$ cat config.mk
export PLATFORM = sky130hd
export DESIGN_NAME = salwb_ram
export DESIGN_NICKNAME = d
export VERILOG_FILES = /design/src/design/salwb_ram.sv
export SDC_FILE = /design/constraint.sdc
export NUM_CORES = 1
export LEC_CHECK = 0
export BUFFER_PORTS_ARGS = -buffer_cell sky130_fd_sc_hd__buf_2
export CAP_MARGIN = 20
export CORE_MARGIN = 5
export CORE_UTILIZATION = 60
export CTS_CLUSTER_SIZE = 10
export DETAILED_ROUTE_END_ITERATION = 7
export PLACE_DENSITY = 0.86
export SLEW_MARGIN = 40
export SYNTH_ARGS = -nofsm -noshare
export SYNTH_HDL_FRONTEND = slang
export SYNTH_SLANG_ARGS = --single-unit
$ cat constraint.sdc
create_clock -name clk -period 4.9 [get_ports clk]
set_input_delay 0.245 -clock clk [delete_from_list [all_inputs] [get_ports clk]]
set_output_delay 0.245 -clock clk [all_outputs]
set_load 0.05 [all_outputs]
$ cat src/design/salwb_ram.sv
// Generic single-write, single-read synchronous RAM with registered read data.
// No dependencies.
module salwb_ram #(
	parameter int unsigned WIDTH = 8,
	parameter int unsigned DEPTH = 16,
	localparam int unsigned AW   = (DEPTH > 1) ? $clog2(DEPTH) : 1
) (
	input  logic             clk,
	input  logic             we,
	input  logic [AW-1:0]    waddr,
	input  logic [WIDTH-1:0] wdata,
	input  logic             re,
	input  logic [AW-1:0]    raddr,
	output logic [WIDTH-1:0] rdata
);

	logic [WIDTH-1:0] mem [DEPTH];

	always_ff @(posedge clk) begin
		if (we) begin
			mem[waddr] <= wdata;
		end
		if (re) begin
			rdata <= mem[raddr];
		end
	end

endmodule

; ---- Word level (Yosys, flattened, before mapping)
; Memories as Yosys holds them, arrays and structs flattened. A register that Yosys moved wholly into a read port is not among the register bits.
; Index checks and enable logic that the tools add are counted.
[op_classes]
muxes = 2
[op_table]
columns = cell, count
row1 = 1-bit 2-to-1 mux, 2
[totals]
mem_count = 1
register_bits = 0
in_bits = 19
ram_bits = 128
out_inout_bits = 8
[memory_table]
columns = memory, words, word_bits, rd, rd_clocked_by_memory_dff, wr, line
row1 = mem, 16, 8, 1, 1, 1, 17  ; logic [WIDTH-1:0] mem [DEPTH];

; ---- Longest topological paths before layout
; Gate-level depths: netlist of run 1.
[depth]
word_depth = 2
mapped_depth = 5

; ---- Worst setup path before layout of run 1
; No wires, ideal clock.
[synth_path]
path_kind = input-to-reg
start = input waddr[2]
end = memory mem[0][0] (enable)
path_slack_ns = 3.162
setup_ns = 0.383
arrival_ns = 1.355
t_required_ns = 4.517
path_stages = 2
cell_sequence = or3b_2 -> nor3_1
[synth_lines]
columns = item, line
row1 = "start, declared", 10  ; input logic [AW-1:0] waddr,
row2 = "end, declared", 17
; No word-level cell before the write port.

==> flow_metrics.env, run 1 <==
export IMPL_drv_max_cap_violation_count=0
export IMPL_r2r_cells=3
export IMPL_dp_cells=357
export IMPL_clockBufferDepth=2
export IMPL_io_pins=27
export IMPL_die_area_um2=10700
export IMPL_crit_chain="mux4_1 -> a22oi_1 -> nand2_1"
export IMPL_grt_overflow_total=0
export IMPL_synth_net_count=248
export IMPL_syn_avg_cell_area_um2=22.8
export IMPL_antenna_violating_nets_post_route=0
export IMPL_setup_worst_path_end_class="flip-flop"
export IMPL_die_h_um=103
export IMPL_finalHoldViolCount=0
export IMPL_worst_path_max_delay_cell="mux4_1"
export IMPL_ys_ff_latch=136
export IMPL_drt_vias_per_instance=6.24
export IMPL_worst_setup_path_start_kind="flip-flop"
export IMPL_clk_latency_ps=520
export IMPL_post_cts_repair_setup_buffers=0
export IMPL_drt_drc_violations_left=0
export IMPL_worst_hold_path_num_cells=1
export IMPL_initialDrtViolationCount=171
export IMPL_detail_route_first_pass_iterations=4
export IMPL_final_cell_mix="136 x edfxtp_1, 25 x buf_2, 18 x mux4_2"
export IMPL_min_delay_worst_type="input pin to flip-flop"
export IMPL_worst_ep_required_time_ps=5160
export IMPL_drive_gt1_share_pct=31.3
export IMPL_grt_first_pass_wirelength_mm=15.4
export IMPL_cp_arrival_ps=1840
export IMPL_crit_fanout=1
export IMPL_achievable_clock_frequency_ghz=0.636
export IMPL_cts_hold_fix_buffers=0
export IMPL_placement_rows=34
export IMPL_power_density_nw_per_um2=447
export IMPL_mappedNetlistArea_um2=5230
export IMPL_worst_path_largest_cell_delay_ps=540
export IMPL_cts_buffers_inserted=17
export IMPL_die_x_um=103
export IMPL_n_antenna_cell=0
export IMPL_leakagePower_nw=2.01
export IMPL_syn_to_final_growth_pct=15.7
export IMPL_cp_buffers_inverters=0
export IMPL_grt_setup_unrepaired="no"
export IMPL_hpwl_mm=5.72
export IMPL_crit_reg2reg_capture="rdata[5]"
export IMPL_post_synthesis_instance_total=229
export IMPL_worst_pin_slew_ps=840
export IMPL_min_delay_worst_endpoint="rdata[4]"
export IMPL_buffer_ports_inserted=26
export IMPL_synth_distinct_cells=18
export IMPL_tritoncts="built"
export IMPL_h_tree_depth=4
export IMPL_period_share_pct=32.1
export IMPL_critical_path_startpoint="mem[3][5]"
export IMPL_postRouteWirelength_mm=10.1
export IMPL_route_detailed_wl_per_inst_um=26.1
export IMPL_stdcell_count=389
export IMPL_layout_cells_most_common="edfxtp_1"
export IMPL_clk_pin_slew_worst_paths_ps=60
export IMPL_groute_usage_overall_pct=21.4
export IMPL_crit_reg_reg_startpoint="mem[3][5]"
export IMPL_slew_viol_final=0
export IMPL_clock_sinks=136
export IMPL_critical_path_depth=3
export IMPL_outcome="finished clean"
export IMPL_first_global_vias=2580
export IMPL_gp_congestion=0.743
export IMPL_holdCritStartpoint="re"
export IMPL_clockRootBuffer="clkbuf_8"
export IMPL_finalNetCount=287
export IMPL_fill_cells=467
export IMPL_setup_reg_to_reg_worst_slack_ps=3330
export IMPL_ir_drop_mv=0.252
export IMPL_placeableCoreArea_um2=8590
export IMPL_initial_utilization_pct=60.8
export IMPL_final_setup_tns_ps=0
export IMPL_normalized_max_slew_margin_pct=43.8
export IMPL_synth_warning_count=0
export IMPL_seq_area_frac_synth_pct=78.1
export IMPL_finalSetupViolCount=0
export IMPL_pin_count_of_the_biggest_net_entering_global_routing=33
export IMPL_final_period_minus_worst_setup_slack_ps=1570
export IMPL_fin_worst_skew_ps=7.04
export IMPL_number_of_antenna_violations_at_the_first_check_in_global_routing=0
export IMPL_crit_family="multiplexers"
export IMPL_detailroute_via_count=2426
export IMPL_crit_type="flip-flop to flip-flop"
export IMPL_cts_resized=0
per-layer routing:
metal / vias to the layer above / share of wire (%) / track usage, %
li1: 1058 / - / -
met1: 1252 / 40 / 29.0
met2: 100 / 52 / 33.0
met3: 16 / 6.5 / 6.10
met4: 0 / 1.8 / 9.46
met5: - / 0 / 0
Yosys cell counts (all sizes together):
| cell type | count | area share [%] |
|---|---|---|
| or3b | 1 | 0.17 |
| nand3 | 1 | 0.096 |
| and2b | 1 | 0.14 |
| nand2b | 2 | 0.24 |
| nor2 | 13 | 0.93 |
| buf | 7 | 1.1 |
| mux4 | 32 | 15 |
| nor2b | 1 | 0.12 |
| nor3 | 4 | 0.38 |
| and2 | 1 | 0.12 |
| a22oi | 16 | 2.3 |
| edfxtp | 136 | 78 |
| nand2 | 9 | 0.65 |
| nand3b | 2 | 0.29 |
| clkdlybuf4s25 | 3 | 0.57 |
state kept, by name, indices dropped and copies added, names as in the netlist:
name / flops
rdata: 8
mem: 128
cells by family (layout without fill, tap and decap cells):
| logic type | after synthesis | in the layout | synth area share (%) |
|---|---|---|---|
| compound gates | 16 | 16 | 2.30 |
| mux | 32 | 32 | 14.8 |
| flops | 136 | 136 | 78.1 |
| simple gates | 35 | 35 | 3.14 |
| buf+inv | 10 | 62 | 1.65 |
per-stage QoR:
stage	worst slack, ps	total power, W	cell area [um^2]	hold slack, ps	util [%]
2_1_floorplan	3160	0.00143	5230	344	-
3_3_place_gp	2550	0.00147	5440	612	63.3
3_5_place_dp	2840	0.00147	5440	628	63.3
4_1_cts	3320	0.00272	6030	79.6	70.2
5_1_grt	3220	0.00278	6050	82.1	70.4
6_report	3330	0.00271	6050	99.0	70.4
report_power, final:
group          internal (W)  switching (W)
Clock              0.000777       0.000479
Sequential          0.00131     0.00000804
Combinational     0.0000462      0.0000859
worst max-delay path by stage:
stage,to
global route,rdata[7]
detailed placement,rdata[7]
floorplan,mem[0][0]
CTS,rdata[7]
global placement,rdata[2]
finish,rdata[5]
final cells by class:
| cell class | count | area (um^2) | share of cell area (%) |
|---|---|---|---|
| multi-input cells | 83 | 1080 | 17.8 |
| clock inverters | 14 | 174 | 2.87 |
| flip-flops and latches | 136 | 4080 | 67.5 |
| repair buffers | 30 | 163 | 2.69 |
| well taps | 108 | 135 | 2.23 |
| clock buffers | 18 | 418 | 6.91 |
worst register-to-register path: cells and delay by family, from the launching register on:
| family | cells | cell delay, ps |
|---|---|---|
| compound gates | 1 | 280 |
| simple gates | 1 | 100 |
| flops | 1 | 400 |
| mux | 1 | 540 |
Note: power is estimated with default switching activity, not from simulation.
==> inputs of run 2 (changes only) <==
- ABC_AREA: not set -> 1
- clock period: 4.9 -> 1.5 ns (I/O delays scaled with it)
==> flow_metrics.env, run 2 <==
export IMPL_detailroute_via_count=4138
export IMPL_finalHoldViolCount=0
export IMPL_final_period_minus_worst_setup_slack_ps=1260
export IMPL_synthTopCellsByCount="173 x nand2_1, 136 x edfxtp_1, 100 x inv_1"
export IMPL_number_of_antenna_violations_at_the_first_check_in_global_routing=0
export IMPL_setup_worst_path_end_class="primary output"
export IMPL_cp_buffers_inverters=1
export IMPL_syn_to_final_growth_pct=17.6
export IMPL_synth_warning_count=0
export IMPL_gp_congestion=0.861
export IMPL_clockBufferDepth=2
export IMPL_ys_ff_latch=136
export IMPL_postRouteWirelength_mm=13.4
export IMPL_crit_fanout=1
export IMPL_io_pins=27
export IMPL_synth_net_count=570
export IMPL_initialDrtViolationCount=450
export IMPL_placement_rows=36
export IMPL_route_detailed_wl_per_inst_um=18.0
export IMPL_final_setup_tns_ps=0
export IMPL_h_tree_depth=4
export IMPL_min_delay_worst_type="input pin to flip-flop"
export IMPL_synth_async_sr_flop_share_pct=0
export IMPL_pin_count_of_the_biggest_net_entering_global_routing=59
export IMPL_clk_pin_slew_worst_paths_ps=60
export IMPL_initial_utilization_pct=60.7
export IMPL_power_density_nw_per_um2=1320
export IMPL_leakagePower_nw=2.99
export IMPL_worst_path_largest_cell_delay_ps=380
export IMPL_syn_avg_cell_area_um2=10.6
export IMPL_die_x_um=109
export IMPL_placeableCoreArea_um2=9640
export IMPL_buffer_ports_inserted=26
export IMPL_grt_overflow_total=0
export IMPL_crit_family="flip-flops"
export IMPL_grt_setup_unrepaired="no"
export IMPL_die_h_um=109
export IMPL_cts_buffers_inserted=17
export IMPL_finalNetCount=623
export IMPL_utilization_pct=71.3
export IMPL_flip_flop_count_of_the_largest_register_all_copies_and_words_added=128
export IMPL_first_global_vias=4097
export IMPL_drt_drc_violations_left=0
export IMPL_mappedNetlistArea_um2=5850
export IMPL_largest_register="mem"
export IMPL_cts_resized=0
export IMPL_n_antenna_cell=0
export IMPL_antenna_violating_nets_post_route=0
export IMPL_overall_power_w=0.00906
export IMPL_outcome="finished clean"
export IMPL_synth_distinct_cells=11
export IMPL_synthDominantAreaCellType="edfxtp_1"
export IMPL_achievable_clock_frequency_ghz=0.795
export IMPL_crit_type="flip-flop to primary output"
export IMPL_synthTopCellsByArea="edfxtp_1 70%, nand2_1 11%, nand3_1 8.3%"
export IMPL_layout_cells_most_common="nand2_1"
export IMPL_clockRootBuffer="clkbuf_8"
export IMPL_slew_viol_final=0
export IMPL_worst_setup_path_start_kind="flip-flop"
export IMPL_synth_ff_type="edfxtp_1"
export IMPL_synth_edff_count=136
export IMPL_ir_drop_mv=0.914
export IMPL_worst_pin_slew_ps=611
export IMPL_period_share_pct=83.9
export IMPL_detail_route_first_pass_iterations=5
export IMPL_hpwl_mm=8.17
export IMPL_post_synthesis_instance_total=551
export IMPL_drive_gt1_share_pct=13.0
export IMPL_yosys_area_top_type_share_pct=69.8
export IMPL_fin_worst_skew_ps=7.34
export IMPL_finalSetupViolCount=0
export IMPL_tritoncts="built"
export IMPL_worst_path_max_delay_cell="edfxtp_1"
export IMPL_drt_vias_per_instance=5.53
export IMPL_seq_area_frac_synth_pct=69.8
export IMPL_clk_latency_ps=520
export IMPL_grt_first_pass_wirelength_mm=20.7
export IMPL_crit_chain="buf_2"
export IMPL_worst_ep_required_time_ps=1420
export IMPL_largest_registers="mem x128, rdata x8"
export IMPL_top_count_cell_post_synth="nand2_1"
export IMPL_cp_arrival_ps=1180
export IMPL_normalized_max_slew_margin_pct=59.2
export IMPL_drv_max_cap_violation_count=0
export IMPL_clock_sinks=136
export IMPL_groute_usage_overall_pct=24.4
export IMPL_fill_cells=636
export IMPL_final_cell_mix="173 x nand2_1, 136 x edfxtp_1, 100 x inv_1"
export IMPL_die_area_um2=11800
## run 2: final timing paths
kind	startpoint	to	slack, ps	cells after the start
worst max-delay path	rdata[0]	rdata[0]	240	1
worst max register to register	mem[0][0]	rdata[0]	290	6
worst min-delay path	we	mem[1][3]	180	4
worst min register to register	mem[10][7]	rdata[7]	760	6
## run 2: cell type report
class | instances | area [um^2] | area share [%]
clock buffers | 17 | 414 | 6.02
clock inverters | 13 | 180 | 2.62
inverters | 102 | 383 | 5.57
multi-input cells | 289 | 1210 | 17.7
flip-flops and latches | 136 | 4080 | 59.4
well taps | 133 | 166 | 2.42
repair buffers | 58 | 433 | 6.30
## run 2: power breakdown
group	switching [W]	internal, W
clock	0.00147	0.00267
sequential	0.0000261	0.00428
combinational	0.000436	0.000174
## run 2: cells by family after synthesis
group,after synthesis,synth area share [%]
simple gates,289,20.8
flops,136,69.8
buf+inv,126,9.39
## run 2: through the flow
step | area [um^2] | hold WS (ps) | std cells | setup slack [ps]
floorplan | 5850 | 174 | 551 | 474
global placement | 6180 | 437 | 708 | 201
detailed placement | 6180 | 438 | 708 | 148
CTS | 6870 | 169 | 748 | 232
global route | 6870 | 211 | 748 | 226
finish | 6870 | 184 | 748 | 242
## run 2: repair_timing
action,CTS,global route
setup buffers,0,0
hold endpoints to repair,117,0
hold buffers,10,0
## run 2: routing by layer
metal  track usage [%]  wire (um)  up-vias
met3              6.45       1430       40
li1                  -          -     1886
met5                 0          0        -
met4              11.5        440        0
met2              40.8       6670      277
met1              29.6       4900     1935
==> inputs of run 3 (changes only) <==
- clock period: 1.5 -> 1.2 ns (I/O delays scaled with it)
==> flow_metrics.env, run 3 (synthesis results as in run 2) <==
export IMPL_route_detailed_wl_per_inst_um=18.2
export IMPL_period_share_pct=100
export IMPL_largest_registers="mem x128, rdata x8"
export IMPL_drt_vias_per_instance=5.46
export IMPL_postLayoutSetupSlackWorst_ps=-1.94
export IMPL_worst_pin_slew_ps=642
export IMPL_first_global_vias=4086
export IMPL_worst_setup_path_start_kind="flip-flop"
export IMPL_crit_family="flip-flops"
export IMPL_detailroute_via_count=4103
export IMPL_grt_setup_unrepaired="yes"
export IMPL_fin_worst_skew_ps=8.47
export IMPL_die_x_um=109
export IMPL_final_cell_mix="173 x nand2_1, 136 x edfxtp_1, 99 x inv_1"
export IMPL_cts_buffers_inserted=17
export IMPL_final_setup_tns_ps=-1.94
export IMPL_stdcell_count=751
export IMPL_placeableCoreArea_um2=9640
export IMPL_placement_rows=36
export IMPL_initialDrtViolationCount=420
export IMPL_achievable_clock_frequency_ghz=0.832
export IMPL_layout_cells_most_common="nand2_1"
export IMPL_cp_buffers_inverters=1
export IMPL_buffer_ports_inserted=26
export IMPL_clockRootBuffer="clkbuf_8"
export IMPL_crit_reg_reg_startpoint="mem[5][7]"
export IMPL_largest_register="mem"
export IMPL_crit_type="flip-flop to primary output"
export IMPL_worst_path_max_delay_cell="edfxtp_1"
export IMPL_n_antenna_cell=0
export IMPL_postRouteWirelength_mm=13.6
export IMPL_initial_utilization_pct=60.7
export IMPL_worst_ep_required_time_ps=1140
export IMPL_clockBufferDepth=2
export IMPL_leakagePower_nw=3.04
export IMPL_flip_flop_count_of_the_largest_register_all_copies_and_words_added=128
export IMPL_die_area_um2=11800
export IMPL_r2r_cells=6
export IMPL_utilization_pct=72.4
export IMPL_h_tree_depth=4
export IMPL_ir_drop_mv=1.15
export IMPL_clk_latency_ps=510
export IMPL_violated_checks="setup timing"
export IMPL_min_delay_worst_type="input pin to flip-flop"
export IMPL_critical_path_depth=1
export IMPL_groute_usage_overall_pct=25.2
export IMPL_slew_viol_final=0
export IMPL_holdWs_ps=63.0
export IMPL_syn_to_final_growth_pct=19.4
export IMPL_crit_reg2reg_capture="rdata[7]"
export IMPL_hpwl_mm=7.92
export IMPL_tritoncts="built"
export IMPL_detail_route_first_pass_iterations=5
export IMPL_die_h_um=109
export IMPL_drt_drc_violations_left=0
export IMPL_grt_overflow_total=0
export IMPL_cp_arrival_ps=1140
export IMPL_critical_path_startpoint="rdata[5]"
export IMPL_grt_first_pass_wirelength_mm=21.7
export IMPL_crit_chain="buf_6"
export IMPL_finalHoldViolCount=0
export IMPL_finalSetupViolCount=1
export IMPL_drv_max_cap_violation_count=0
export IMPL_setup_worst_path_end_class="primary output"
export IMPL_normalized_max_slew_margin_pct=57.1
export IMPL_dp_cells=711
export IMPL_crit_fanout=1
export IMPL_drive_gt1_share_pct=14.6
export IMPL_power_density_nw_per_um2=1670
export IMPL_clk_pin_slew_worst_paths_ps=60
export IMPL_cp_endpoint="rdata[5]"
export IMPL_antenna_violating_nets_post_route=0
export IMPL_pin_count_of_the_biggest_net_entering_global_routing=65
export IMPL_gp_congestion=0.919
export IMPL_io_pins=27
export IMPL_final_period_minus_worst_setup_slack_ps=1200
export IMPL_setup_reg_to_reg_worst_slack_ps=30
export IMPL_clock_sinks=136
export IMPL_worst_path_largest_cell_delay_ps=440
export IMPL_finalNetCount=625
export IMPL_number_of_antenna_violations_at_the_first_check_in_global_routing=0
export IMPL_outcome="finished, violations left"
==> run 3: timing repair <==
action | CTS | global route
gates resized for setup | 6 | 14
hold buffers | 9 | 0
endpoints found under the hold margin | 126 | 0
setup buffers | 0 | 0
endpoints found under the setup margin | 4 | 10
pin swaps | 0 | 1
==> run 3: cell type report <==
cell class	count	area [um^2]
Clock buffer	19	422
Sequential cell	136	4080
Multi-Input combinational cell	289	1250
Fill cell	611	2660
Timing Repair Buffer	60	473
Inverter	102	383
Tap cell	133	166
Clock inverter	12	201
==> run 3: power breakdown <==
group | leakage [nW] | switching (W) | total, W | internal (W)
registers | 1.24 | 0.0000371 | 0.00539 | 0.00535
clock network | 0.299 | 0.00189 | 0.00546 | 0.00357
logic | 1.50 | 0.000553 | 0.000794 | 0.000241
total | 3.04 | 0.00248 | 0.0116 | 0.00917
==> run 3: stage by stage <==
stage	power [W]	setup WS, ps	instance area [um^2]
global route	0.0120	-27.6	6980
finish	0.0116	-1.94	6980
floorplan	0.00593	189	5850
global placement	0.00618	-50.6	6200
detailed placement	0.00621	-65.5	6200
CTS	0.0116	4.15	6940
==> run 3: how the worst min path moves through the flow <==
stage | start | to | slack [ps] | depth (start not counted)
floorplan | wdata[0] | mem[0][0] | 160 | 0
global placement | re | rdata[6] | 420 | 1
detailed placement | re | rdata[6] | 430 | 1
CTS | raddr[3] | rdata[4] | 50 | 4
global route | raddr[3] | rdata[6] | 80 | 4
finish | raddr[3] | rdata[4] | 60 | 4
==> run 3: layer usage <==
metal / global-route usage (%) / wire length [um]
met1: 33.1 / 5200
met4: 10.3 / 398
met5: 0 / 0
met2: 41.0 / 6780
met3: 5.57 / 1260
