--- src/design/salwb_pkg.sv ---
// Package for the set-associative LRU write-back cache tag model.
// Holds shared types, opcode and state codes, default sizes and a log helper.
// No dependencies.
package salwb_pkg;

	// default geometry
	localparam int unsigned SETS_DEF       = 256;
	localparam int unsigned WAYS_DEF       = 4;
	localparam int unsigned LINE_BYTES_DEF = 64;

	// fixed field widths
	localparam int unsigned ADDR_W = 64;
	localparam int unsigned CNT_W  = 32;

	// access kinds
	typedef enum logic [1:0] {
		OP_READ  = 2'd0,
		OP_WRITE = 2'd1,
		OP_FETCH = 2'd2,
		OP_BAD   = 2'd3
	} op_t;

	// controller states
	typedef enum logic [1:0] {
		ST_CLEAR,
		ST_IDLE,
		ST_LOOK
	} state_t;

	// request transaction
	typedef struct packed {
		logic [ADDR_W-1:0] address;
		logic [1:0]        opcode;
	} req_t;

	// result transaction
	typedef struct packed {
		logic             hit;
		logic             writeback;
		logic [1:0]       way_used;
		logic             bad_kind;
		logic [CNT_W-1:0] access_count;
		logic [CNT_W-1:0] hit_count;
		logic [CNT_W-1:0] miss_count;
		logic [CNT_W-1:0] write_count;
		logic [CNT_W-1:0] writeback_count;
	} rsp_t;

	// per-access event for the statistics block
	typedef struct packed {
		logic en;
		logic hit;
		logic write;
		logic writeback;
	} evt_t;

	// floor(log2(v)), elaboration use only
	function automatic int unsigned flog2(input int unsigned v);
		int unsigned n;
		n = 0;
		for (int i = 0; i < 32; i++) begin
			if ((v >> (i + 1)) != 0) begin
				n = i + 1;
			end
		end
		return n;
	endfunction

endpackage

--- src/design/salwb_update.sv ---
// Set update logic: tag compare, victim choice, dirty/valid update, LRU reorder.
// Works on one packed set row; depends on salwb_pkg.
module salwb_update #(
	parameter int unsigned WAYS  = salwb_pkg::WAYS_DEF,
	parameter int unsigned TAG_W = 50,
	localparam int unsigned WAY_W = (WAYS > 1) ? $clog2(WAYS) : 1,
	localparam int unsigned ENT_W = TAG_W + 2,
	localparam int unsigned ORD_LO = WAYS * ENT_W,
	localparam int unsigned ROW_W = ORD_LO + WAYS * WAY_W
) (
	input  logic             clear,
	input  logic             is_write,
	input  logic [TAG_W-1:0] tag,
	input  logic [ROW_W-1:0] rdata,
	output logic [ROW_W-1:0] wdata,
	output logic             hit,
	output logic             writeback,
	output logic [WAY_W-1:0] way
);

	logic [WAYS-1:0]  vld;
	logic [WAYS-1:0]  dty;
	logic [WAYS-1:0]  match;
	logic [WAY_W-1:0] ord [WAYS];
	logic [WAY_W-1:0] hit_way;
	logic [WAY_W-1:0] inv_way;
	logic             any_inv;
	logic             seen;
	logic [ROW_W-1:0] clear_row;

	// unpack the row: entry = {valid, dirty, tag}, order slot 0 is MRU
	for (genvar w = 0; w < WAYS; w++) begin : g_unpack
		assign vld[w]   = rdata[w*ENT_W + TAG_W + 1];
		assign dty[w]   = rdata[w*ENT_W + TAG_W];
		assign match[w] = vld[w] && (rdata[w*ENT_W +: TAG_W] == tag);
		assign ord[w]   = rdata[ORD_LO + w*WAY_W +: WAY_W];
		// reset row: all invalid, order 0..WAYS-1
		assign clear_row[w*ENT_W +: ENT_W]          = '0;
		assign clear_row[ORD_LO + w*WAY_W +: WAY_W] = WAY_W'(w);
	end

	// lowest matching way and lowest invalid way
	always_comb begin
		hit_way = '0;
		inv_way = '0;
		for (int w = WAYS - 1; w >= 0; w--) begin
			if (match[w]) begin
				hit_way = WAY_W'(w);
			end
			if (!vld[w]) begin
				inv_way = WAY_W'(w);
			end
		end
		hit     = |match;
		any_inv = ~&vld;
	end

	// chosen way and dirty eviction
	always_comb begin
		priority if (hit) begin
			way = hit_way;
		end else if (any_inv) begin
			way = inv_way;
		end else begin
			way = ord[WAYS-1];
		end
		writeback = !hit && vld[way] && dty[way];
	end

	// new row contents
	always_comb begin
		wdata = rdata;
		seen  = 1'b0;
		for (int w = 0; w < WAYS; w++) begin
			if (WAY_W'(w) == way) begin
				if (hit) begin
					wdata[w*ENT_W + TAG_W] = dty[w] | is_write;
				end else begin
					wdata[w*ENT_W +: ENT_W] = {1'b1, is_write, tag};
				end
			end
		end
		// move chosen way to front, shift slots up to its old place
		wdata[ORD_LO +: WAY_W] = way;
		for (int k = 1; k < WAYS; k++) begin
			seen = seen | (ord[k-1] == way);
			wdata[ORD_LO + k*WAY_W +: WAY_W] = seen ? ord[k] : ord[k-1];
		end
		if (clear) begin
			wdata = clear_row;
		end
	end

endmodule

--- config.mk ---
export PLATFORM = sky130hd
export DESIGN_NAME = salwb_update
export DESIGN_NICKNAME = d
export VERILOG_FILES = /design/src/design/salwb_pkg.sv /design/src/design/salwb_update.sv
export SDC_FILE = /design/constraint.sdc
export NUM_CORES = 1
export LEC_CHECK = 0
export BUFFER_PORTS_ARGS = -buffer_cell sky130_fd_sc_hd__buf_2
export CAP_MARGIN = 20
export CORE_AREA = 3 3 186 188
export DETAILED_ROUTE_END_ITERATION = 8
export DIE_AREA = 0 0 189 191
export PLACE_DENSITY = 0.48
export REMOVE_ABC_BUFFERS = 1
export SLEW_MARGIN = 0
export SYNTH_ARGS = -nofsm -noshare
export SYNTH_HDL_FRONTEND = slang
export SYNTH_SLANG_ARGS = --single-unit
export TNS_END_PERCENT = 20
--- constraint.sdc ---
create_clock -name vclk -period 6.26
set_clock_uncertainty 0.05 [all_clocks]
set_input_delay 0.313 -clock vclk [all_inputs]
set_output_delay 0.313 -clock vclk [all_outputs]
set_load 0.1 [all_outputs]
### Word level (Yosys, flattened, before mapping)

Index checks and enable logic that the tools add are counted.

| word-level totals | value |
|---|---|
| bits in registers | 0 |
| input bits | 268 |
| output and inout bits | 220 |
| logic and storage cells | 61 |

| operators by class | value |
|---|---|
| order comparisons | 1 |
| eq/ne operators | 10 |
| multiplexer cells | 34 |
| bitwise operators | 6 |
| reduce and logical (&&, ||, !) cells | 10 |

Operators by type and width:

| kind | number |
|---|---|
| 216-bit 2-to-1 mux | 1 |
| 52-bit 2-to-1 mux | 4 |
| 50-bit equality test | 4 |
| 50-bit 2-to-1 mux | 4 |
| 2-bit 2-to-1 mux | 13 |
| 1-bit 2-to-1 mux | 10 |
| 2-bit equality test | 3 |
| 1-bit logical AND | 6 |
| 1-bit bitwise OR | 6 |
| 1-bit binary-select mux with 2-bit select | 2 |
| 2-bit equality test, first input constant | 2 |
| 4-bit AND reduction | 1 |
| 4-bit OR reduction | 1 |
| 2-bit by 3-bit less-than comparator with 1-bit output, second input constant | 1 |
| 1-bit by 2-bit equality test with 1-bit output, first input constant | 1 |
| 2-bit zero test | 1 |
| 1-bit zero test | 1 |

### Logic depth before layout (Yosys ltp)

Gate-level depths: netlist of run 1.

| depth | value |
|---|---|
| depth after elaboration | 12 |
| mapped depth | 13 |
| mapped depth without buffers | 10 |

### Worst setup path after synthesis of run 1

Ideal clock, no wire load.

| path | value |
|---|---|
| kind | input to output |
| start | input port tag[16] |
| end | output port wdata[213] |
| arrival | 5.626 ns |
| path slack | 0.271 ns |
| cell stages on the path | 9 |
| buffers on the path | 1 |
| path through | buf_6 xnor2_2 nand2_2 or3b_1 or4_4 o211a_1 nor3_4 nor4_2 o311ai_0 |

| on the way | value |
|---|---|
| cells in the longest elaborated chain, start to end | 11 |
| elaborated cells on any way between the ends | 19 |

RTL lines:

| element | RTL line | source |
|---|---|---|
| start: declaration | salwb_update.sv:13 | `input logic [TAG_W-1:0] tag,` |
| 50-bit equality test | salwb_update.sv:35 | `assign match[w] = vld[w] && (rdata[w*ENT_W +: TAG_W] == tag);` |
| 1-bit logical AND | salwb_update.sv:35 |  |
| 2-bit 2-to-1 mux (4 in a row) | salwb_update.sv:47 | `if (match[w]) begin` |
| 2-bit 2-to-1 mux * | salwb_update.sv:60 | `priority if (hit) begin` |
| 2-bit equality test | salwb_update.sv:86 | `seen = seen \| (ord[k-1] == way);` |
| 1-bit bitwise OR * | salwb_update.sv:86 |  |
| 2-bit 2-to-1 mux * | salwb_update.sv:87 | `wdata[ORD_LO + k*WAY_W +: WAY_W] = seen ? ord[k] : ord[k-1];` |
| 216-bit 2-to-1 mux * | salwb_update.sv:89 | `if (clear) begin` |
| end: declaration | salwb_update.sv:15 | `output logic [ROW_W-1:0] wdata,` |

Every way passes the cells marked *; elsewhere a longest branch is shown, timed or not.

### Final worst setup path of run 1

| path | value |
|---|---|
| start | input port tag[29] |
| end | output port wdata[91] |

| on the way | value |
|---|---|
| cells in the longest elaborated chain, start to end | 10 |
| elaborated cells on any way between the ends | 18 |

RTL lines:

| element | RTL line | source |
|---|---|---|
| 50-bit equality test | salwb_update.sv:35 |  |
| 1-bit logical AND | salwb_update.sv:35 |  |
| 2-bit 2-to-1 mux (4 in a row) | salwb_update.sv:47 |  |
| 2-bit 2-to-1 mux | salwb_update.sv:60 |  |
| 1-bit by 2-bit equality test with 1-bit output | salwb_update.sv:75 | `if (WAY_W'(w) == way) begin` |
| 52-bit 2-to-1 mux * | salwb_update.sv:75 |  |
| 216-bit 2-to-1 mux * | salwb_update.sv:89 |  |

Marked as above.

==> impl_metrics.tcl, run 1 <==
set metrics [dict create \
    yosysWarnings 0 \
    multi_input_area_mm2 0.00631 \
    final_layout_size_suffix_gt1_share_pct 37.9 \
    grt_pass1_vias 9097 \
    grtUsageTotal_pct 23.9 \
    nets 1652 \
    cp-start-kind "input port" \
    swShare_pct 78.4 \
    dp_worst_setup_slack_ns 1.08 \
    synth_area_leaders "mux2i_1 29%, xnor2_1 13%, nor2_1 12%" \
    hold_buffers 0 \
    synth_cell_types 65 \
    cp.arrival_ns 4.87 \
    rsz0062_at_grt "no" \
    worstPathRequired_ns 5.90 \
    antenna_found_initial 6 \
    synth_cells 985 \
    grt-ovfl-total 0 \
    fp.dieW_um 189 \
    vias_per_cell 4.90 \
    final_core_util_pct 28.6 \
    max_cap_viol_count 0 \
    nFillCells 3767 \
    power.internal_w 0.000326 \
    ctsResizeCount 0 \
    irDropWorstVdd_v 0.0000961 \
    hold_path.class "in -> out" \
    pwr-share-seq_pct 0 \
    path_max_fanout 33 \
    endpoint_kind "output pin" \
    dp_cells 1830 \
    dp_hpwl_mm 39.0 \
    drc 0 \
    placed_area_mm2 0.00951 \
    status "complete, no violations" \
    gp_routability_congestion 0.878 \
    power.density_mw_per_mm2 158 \
    slew_headroom_pct 33.2 \
    core_area_mm2 0.0333 \
    register_area_um2 0 \
    slew_viol_final 0 \
    crit_type "in -> out" \
    dr.pass1.iters 6 \
    synth_top_cells_by_count "212 x nor2_1, 200 x mux2i_1, 103 x xnor2_1, 73 x xor2_1" \
    wl_per_cell_um 25.1 \
    fin_cells 1834 \
    dieArea_mm2 0.0361 \
    design_power_total_w 0.00151 \
    clkbuf_count 0 \
    rows 67 \
    synthesis.area_mm2 0.00691 \
    setup_slack_ns 1.03 \
    final_area_mm2 0.00952 \
    min_period_ns 5.23 \
    ios 488 \
    power.switching_w 0.00118 \
    yosys.area.top_type "mux2i_1" \
    portBuffers 488 \
    synth_area_per_cell_um2 7.02 \
    routed_wl_mm 46.0 \
    num_vias 8980 \
    pwr-share-comb_pct 100.0 \
    grt_pass1_wl_mm 63.9 \
    post_cts_buffers 0 \
    grt_max_degree 120 \
    ant_nets 0 \
    syn_to_final_growth_pct 37.8 \
    synth_seq_area_share_pct 0 \
    initial_core_util_pct 20.8 \
    seq_cells 0 \
    fin_crit_sh_pct 83.6 \
    tightest_slew_ns 1.00 \
    dr.first_iter.drc_count 442 \
    die-height_um 191 \
    power_frac_clock_pct 0 \
    fmax_ghz 0.191 \
    setup_viol 0 \
    finalHoldViolCount 0 \
    synthDominantCellAreaShare_pct 29.0 \
    synth_most_common_cell "nor2_1" \
    p_leak_nw 5.37 \
]
[layer usage]
metal  up-vias  part of all wire, %  GRT usage [%]
met2       412                   49           43.1
met4         4                  2.7           6.07
met5         -                0.057              0
met1      4292                   43           30.0
met3        46                  5.3           2.88
li1       4226                    -              -
[power by group through the flow]
stage	registers (W)	clock network, W	logic, W
after global placement	0	0	0.00151
after floorplan	0	0	0.00108
after detailed placement	0	0	0.00151
final	0	0.0000000000857	0.00151
after global routing	0	0.0000000000857	0.00157
after CTS	0	0	0.00151
[worst paths after layout]
check	startpoint	to	slack, ns	cells after the start
max	tag[29]	wdata[91]	1.03	13
min	rdata[50]	wdata[50]	1.11	4
[kinds of logic after synthesis]
family / Yosys count / synth area share [%]
simple gates: 428 / 32.0
mux: 200 / 29.0
xor+xnor: 180 / 23.2
compound gates: 57 / 6.37
buf+inv: 120 / 9.45
[stage by stage]
| stage | setup TNS [ns] | hold slack [ns] |
|---|---|---|
| floorplan | -0.918 | 0.911 |
| global placement | 0 | 1.14 |
| global route | 0 | 1.16 |
| CTS | 0 | 1.11 |
| detailed placement | 0 | 1.10 |
| finish | 0 | 1.11 |
[worst max-delay path, cell delays in order]
cell	delay (ns)
buf_2	0.34
xnor2_1	0.22
nand4_1	0.17
nor4_1	0.74
nand4_1	0.42
a21boi_0	0.39
o21ai_2	0.26
inv_1	0.31
nand3_4	0.42
buf_12	0.36
mux2i_1	0.16
nor2_1	0.19
buf_2	0.48
[cell type report]
class                           count  share of cell area [%]
Tap cell                          448                    5.89
Timing Repair Buffer              496                    26.9
Multi-Input combinational cell    865                    66.3
Inverter                           21                   0.854
Antenna cell                        4                   0.105
[placed cells by master (no fill, tap or decap), types with 3 or more instances in the layout]
cell	count
nand4_1	45
nand2b_1	46
buf_12	4
diode_2	4
nand2_1	15
a21oi_1	10
nor4b_1	5
mux2i_1	200
and4b_1	3
nor4_1	32
o211a_1	3
buf_2	487
xnor2_1	103
nand3_4	4
nor2_1	212
a311oi_1	4
nor3_1	12
xor2_1	73
xnor2_2	3
o21ai_0	11
o31ai_1	4
o2111ai_1	7
nand3_1	17
or4_1	4
inv_1	20
and3_1	3
nand4b_1	4
buf_4	4
Power figures use the tool's default switching activity.
==> run 2, diff against run 1 <==
Settings changed: ABC_AREA set to 1, CORE_AREA 3 3 186 188 to 3 3 187 189, DIE_AREA 0 0 189 191 to 0 0 190 192, PLACE_DENSITY 0.48 to 0.51.
Clock period 6.26 ns to 5.4 ns, I/O delays scaled along.
==> impl_metrics.tcl, run 2 <==
set metrics [dict create \
    rsz0062_at_grt "no" \
    wl_per_cell_um 22.7 \
    synth_cells 1807 \
    synth_top_cells_by_count "794 x nand2_1, 327 x nor2_1, 195 x inv_1, 108 x a21oi_1, 104 x a22oi_1" \
    ios 488 \
    cp.arrival_ns 3.99 \
    slew_headroom_pct 33.8 \
    setup_slack_ns 1.09 \
    synth_seq_area_share_pct 0 \
    setup_viol 0 \
    nets 2506 \
    synth_area_leaders "nand2_1 38%, nor2_1 16%, a22oi_1 9.9%" \
    p_leak_nw 6.75 \
    status "complete, no violations" \
    cp-start-kind "input port" \
    power.density_mw_per_mm2 176 \
    grt_max_degree 133 \
    grt_pass1_wl_mm 85.7 \
    finalHoldViolCount 0 \
    yosysWarnings 0 \
    grt_pass1_vias 12600 \
    dieArea_mm2 0.0365 \
    grtUsageTotal_pct 31.5 \
    design_power_total_w 0.00188 \
    dp_worst_setup_slack_ns 1.12 \
    dr.first_iter.drc_count 1102 \
    worstPathRequired_ns 5.08 \
    synth_area_per_cell_um2 4.35 \
    vias_per_cell 4.99 \
    initial_core_util_pct 23.5 \
    dp_hpwl_mm 52.5 \
    final_layout_size_suffix_gt1_share_pct 24.4 \
    gp_routability_congestion 0.977 \
    fmax_ghz 0.232 \
    core_area_mm2 0.0334 \
    dr.pass1.iters 6 \
    setup_tns_ns 0 \
    synth_most_common_cell "nand2_1" \
    synthesis.area_mm2 0.00786 \
    seq_cells 0 \
    final_cell_mix "792 x nand2_1, 487 x buf_2, 327 x nor2_1, 195 x inv_1, 108 x a21oi_1" \
    grt_use_met3_pct 1.81 \
    min_period_ns 4.31 \
    syn_to_final_growth_pct 35.7 \
    hold_path.class "in -> out" \
    tightest_slew_ns 0.993 \
    post_cts_buffers 0 \
    multi_input_area_mm2 0.00669 \
    final_area_mm2 0.0107 \
    nFillCells 4077 \
    fin_crit_sh_pct 79.8 \
    irDropWorstVdd_v 0.0000854 \
    fp.dieW_um 190 \
    fin_hold_ws_ns 0.995 \
    rows 67 \
    drc 0 \
    register_area_um2 0 \
    clkbuf_count 0 \
    synthDominantCellAreaShare_pct 37.9 \
    ctsResizeCount 0 \
    placed_area_mm2 0.0107 \
    antenna_found_initial 0 \
    grt.busiest_layer "met2" \
    num_antenna_cells 0 \
    path_max_fanout 52 \
    ant_nets 0 \
    routed_wl_mm 60.9 \
    synth_cell_types 27 \
    max_cap_viol_count 0 \
    yosys.area.top_type "nand2_1" \
    layout_commonest_cell "nand2_1" \
    grt-ovfl-total 0 \
    slew_viol_final 0 \
    endpoint_kind "output pin" \
    met1_usage_pct 42.2 \
    use_met2_pct 57.8 \
    crit_type "in -> out" \
    portBuffers 488 \
    die-height_um 192 \
    num_vias 13400 \
    hold_buffers 0 \
]
==> run 2: critical path: stages <==
cell and delay [ns]:
buf_2 0.17, inv_1 0.14, nand2_1 0.26, nand4_1 0.32, nor2_1 0.21, nand2_1 0.07
nor2_1 0.12, nand2_1 0.09, nand2_2 0.13, nor2_4 0.11, nand2_2 0.13, nand2_4 0.11
inv_2 0.13, nor2_4 0.04, buf_4 0.24, nand2_2 0.09, buf_4 0.56, a22oi_1 0.17
nor2_1 0.13, buf_2 0.44
==> run 2: cell type report <==
type	count	area share, %
well taps	448	5.26
inverters	224	7.89
multi-input cells	1510	62.8
repair buffers	502	24.1
==> run 2: cells by family after synthesis <==
kind of cell	after synthesis	synth area share, %
AND/OR/NAND/NOR	1226	61.7
buffers and inverters	297	14.9
AO/OA/AOI/OAI	246	19.1
XOR/XNOR	38	4.24
==> run 2: final timing paths <==
kind                        from    endpoint  cells past startpoint
worst max-delay path     tag[31]  wdata[128]                     20
worst min-delay path  rdata[162]  wdata[162]                      4
==> run 2: metal layers <==
metal / vias up / routed length (um)
met2: 629 / 30100
met5: - / 0
li1: 6481 / -
met3: 30 / 3770
met1: 6266 / 26600
met4: 0 / 472
==> run 2: report_power, final <==
group / leakage (nW) / internal [W] / switching, W / total, W
clock network: 0 / 0 / 0 / 0
registers: 0 / 0 / 0 / 0
logic: 6.75 / 0.000354 / 0.00153 / 0.00188
==> run 2: metrics by stage <==
stage          instances  util (%)
3_3_place_gp        2684      31.9
6_report            2684      31.9
5_1_grt             2684      31.9
3_5_place_dp        2684      31.9
4_1_cts             2684      31.9
2_1_floorplan       1734         -
==> run 3, diff against run 2 <==
Clock period 5.4 ns to 4.2 ns, I/O delays scaled along.
==> impl_metrics.tcl, run 3 (synthesized netlist as in run 2, its figures left out) <==
set metrics [dict create \
    drc 0 \
    vias_per_cell 5.04 \
    rsz0062_at_grt "no" \
    status "complete, no violations" \
    min_period_ns 3.69 \
    fmax_ghz 0.271 \
    hold_path.class "in -> out" \
    num_antenna_cells 0 \
    gp_routability_congestion 1.00 \
    die-height_um 192 \
    grt_pass1_vias 12800 \
    slew_viol_final 0 \
    rows 67 \
    syn_to_final_growth_pct 38.0 \
    setup_viol 0 \
    crit_type "in -> out" \
    initial_core_util_pct 23.5 \
    cp.arrival_ns 3.43 \
    nFillCells 4078 \
    fin_cells 2689 \
    layout_commonest_cell "nand2_1" \
    ant_nets 0 \
    antenna_found_initial 1 \
    hold_buffers 0 \
    p_leak_nw 6.82 \
    final_layout_size_suffix_gt1_share_pct 24.6 \
    fin_hold_ws_ns 0.880 \
    setup_tns_ns 0 \
    clkbuf_count 0 \
    dr.first_iter.drc_count 1313 \
    post_cts_buffers 0 \
    seq_cells 0 \
    dr.pass1.iters 8 \
    slew_headroom_pct 53.8 \
    worstPathRequired_ns 3.94 \
    grtUsageTotal_pct 31.0 \
    final_area_mm2 0.0108 \
    placed_area_mm2 0.0108 \
    final_cell_mix "792 x nand2_1, 483 x buf_2, 327 x nor2_1, 195 x inv_1, 108 x a21oi_1" \
    ctsResizeCount 0 \
    core_area_mm2 0.0334 \
    tightest_slew_ns 0.693 \
    finalHoldViolCount 0 \
    fp.dieW_um 190 \
    dp_cells 2689 \
    grt-ovfl-total 0 \
    dp_hpwl_mm 52.3 \
    wl_per_cell_um 22.5 \
    power.density_mw_per_mm2 226 \
    fin_crit_sh_pct 87.9 \
    dieArea_mm2 0.0365 \
    endpoint_kind "output pin" \
    path_max_fanout 27 \
    routed_wl_mm 60.6 \
    ios 488 \
    cp-start-kind "input port" \
    register_area_um2 0 \
    nets 2511 \
    irDropWorstVdd_v 0.000137 \
    portBuffers 488 \
    multi_input_area_mm2 0.00669 \
    max_cap_viol_count 0 \
    num_vias 13600 \
    grt_pass1_wl_mm 84.6 \
    grt_max_degree 91 \
]
## run 3: changes by cell type in the layout (fill, tap and decap cells not counted)
cell / change
buf_12: +11
buf_2: -4
buf_4: -2
## run 3: power breakdown
part	internal (W)	switching [W]
clock	0	0
combinational	0.000478	0.00197
sequential	0	0
total	0.000478	0.00197
## run 3: cell type report
type	count	share of cell area, %
Timing Repair Buffer	507	25.4
Tap cell	448	5.17
Multi-Input combinational cell	1510	61.7
Inverter	224	7.76
## run 3: path summary, 6_finish.rpt
path / to / slack, ns / depth (start not counted) / startpoint
setup / recovery: wdata[200] / 0.51 / 17 / tag[31]
hold / removal: wdata[162] / 0.88 / 4 / rdata[162]
## run 3: worst max-delay path, stage by stage
cell and delay (ns):
buf_2 0.17, inv_1 0.14, nand2_1 0.08, nand2_1 0.08, nor3_1 0.51, nand3_1 0.14, nor2_1 0.13, nand2_1 0.11
nand2_1 0.13, nor2_4 0.09, nand2_2 0.12, nand2_4 0.11, nor2_4 0.13, buf_4 0.33, nand2_1 0.21, a21oi_1 0.21
buf_2 0.46
## run 3: per-stage QoR
step	utilization, %	setup WS (ns)	power, W
after global routing	32.4	0.303	0.00256
after CTS	32.4	0.535	0.00243
after floorplan	-	-0.685	0.00168
final	32.4	0.508	0.00244
after global placement	32.4	0.533	0.00242
after detailed placement	32.4	0.547	0.00243
## run 3: metal layers
metal | global-route usage, % | wire [um]
met5 | 0 | 13
met4 | 5.17 | 1120
met3 | 1.62 | 4100
met2 | 56.3 | 29400
met1 | 41.1 | 26000
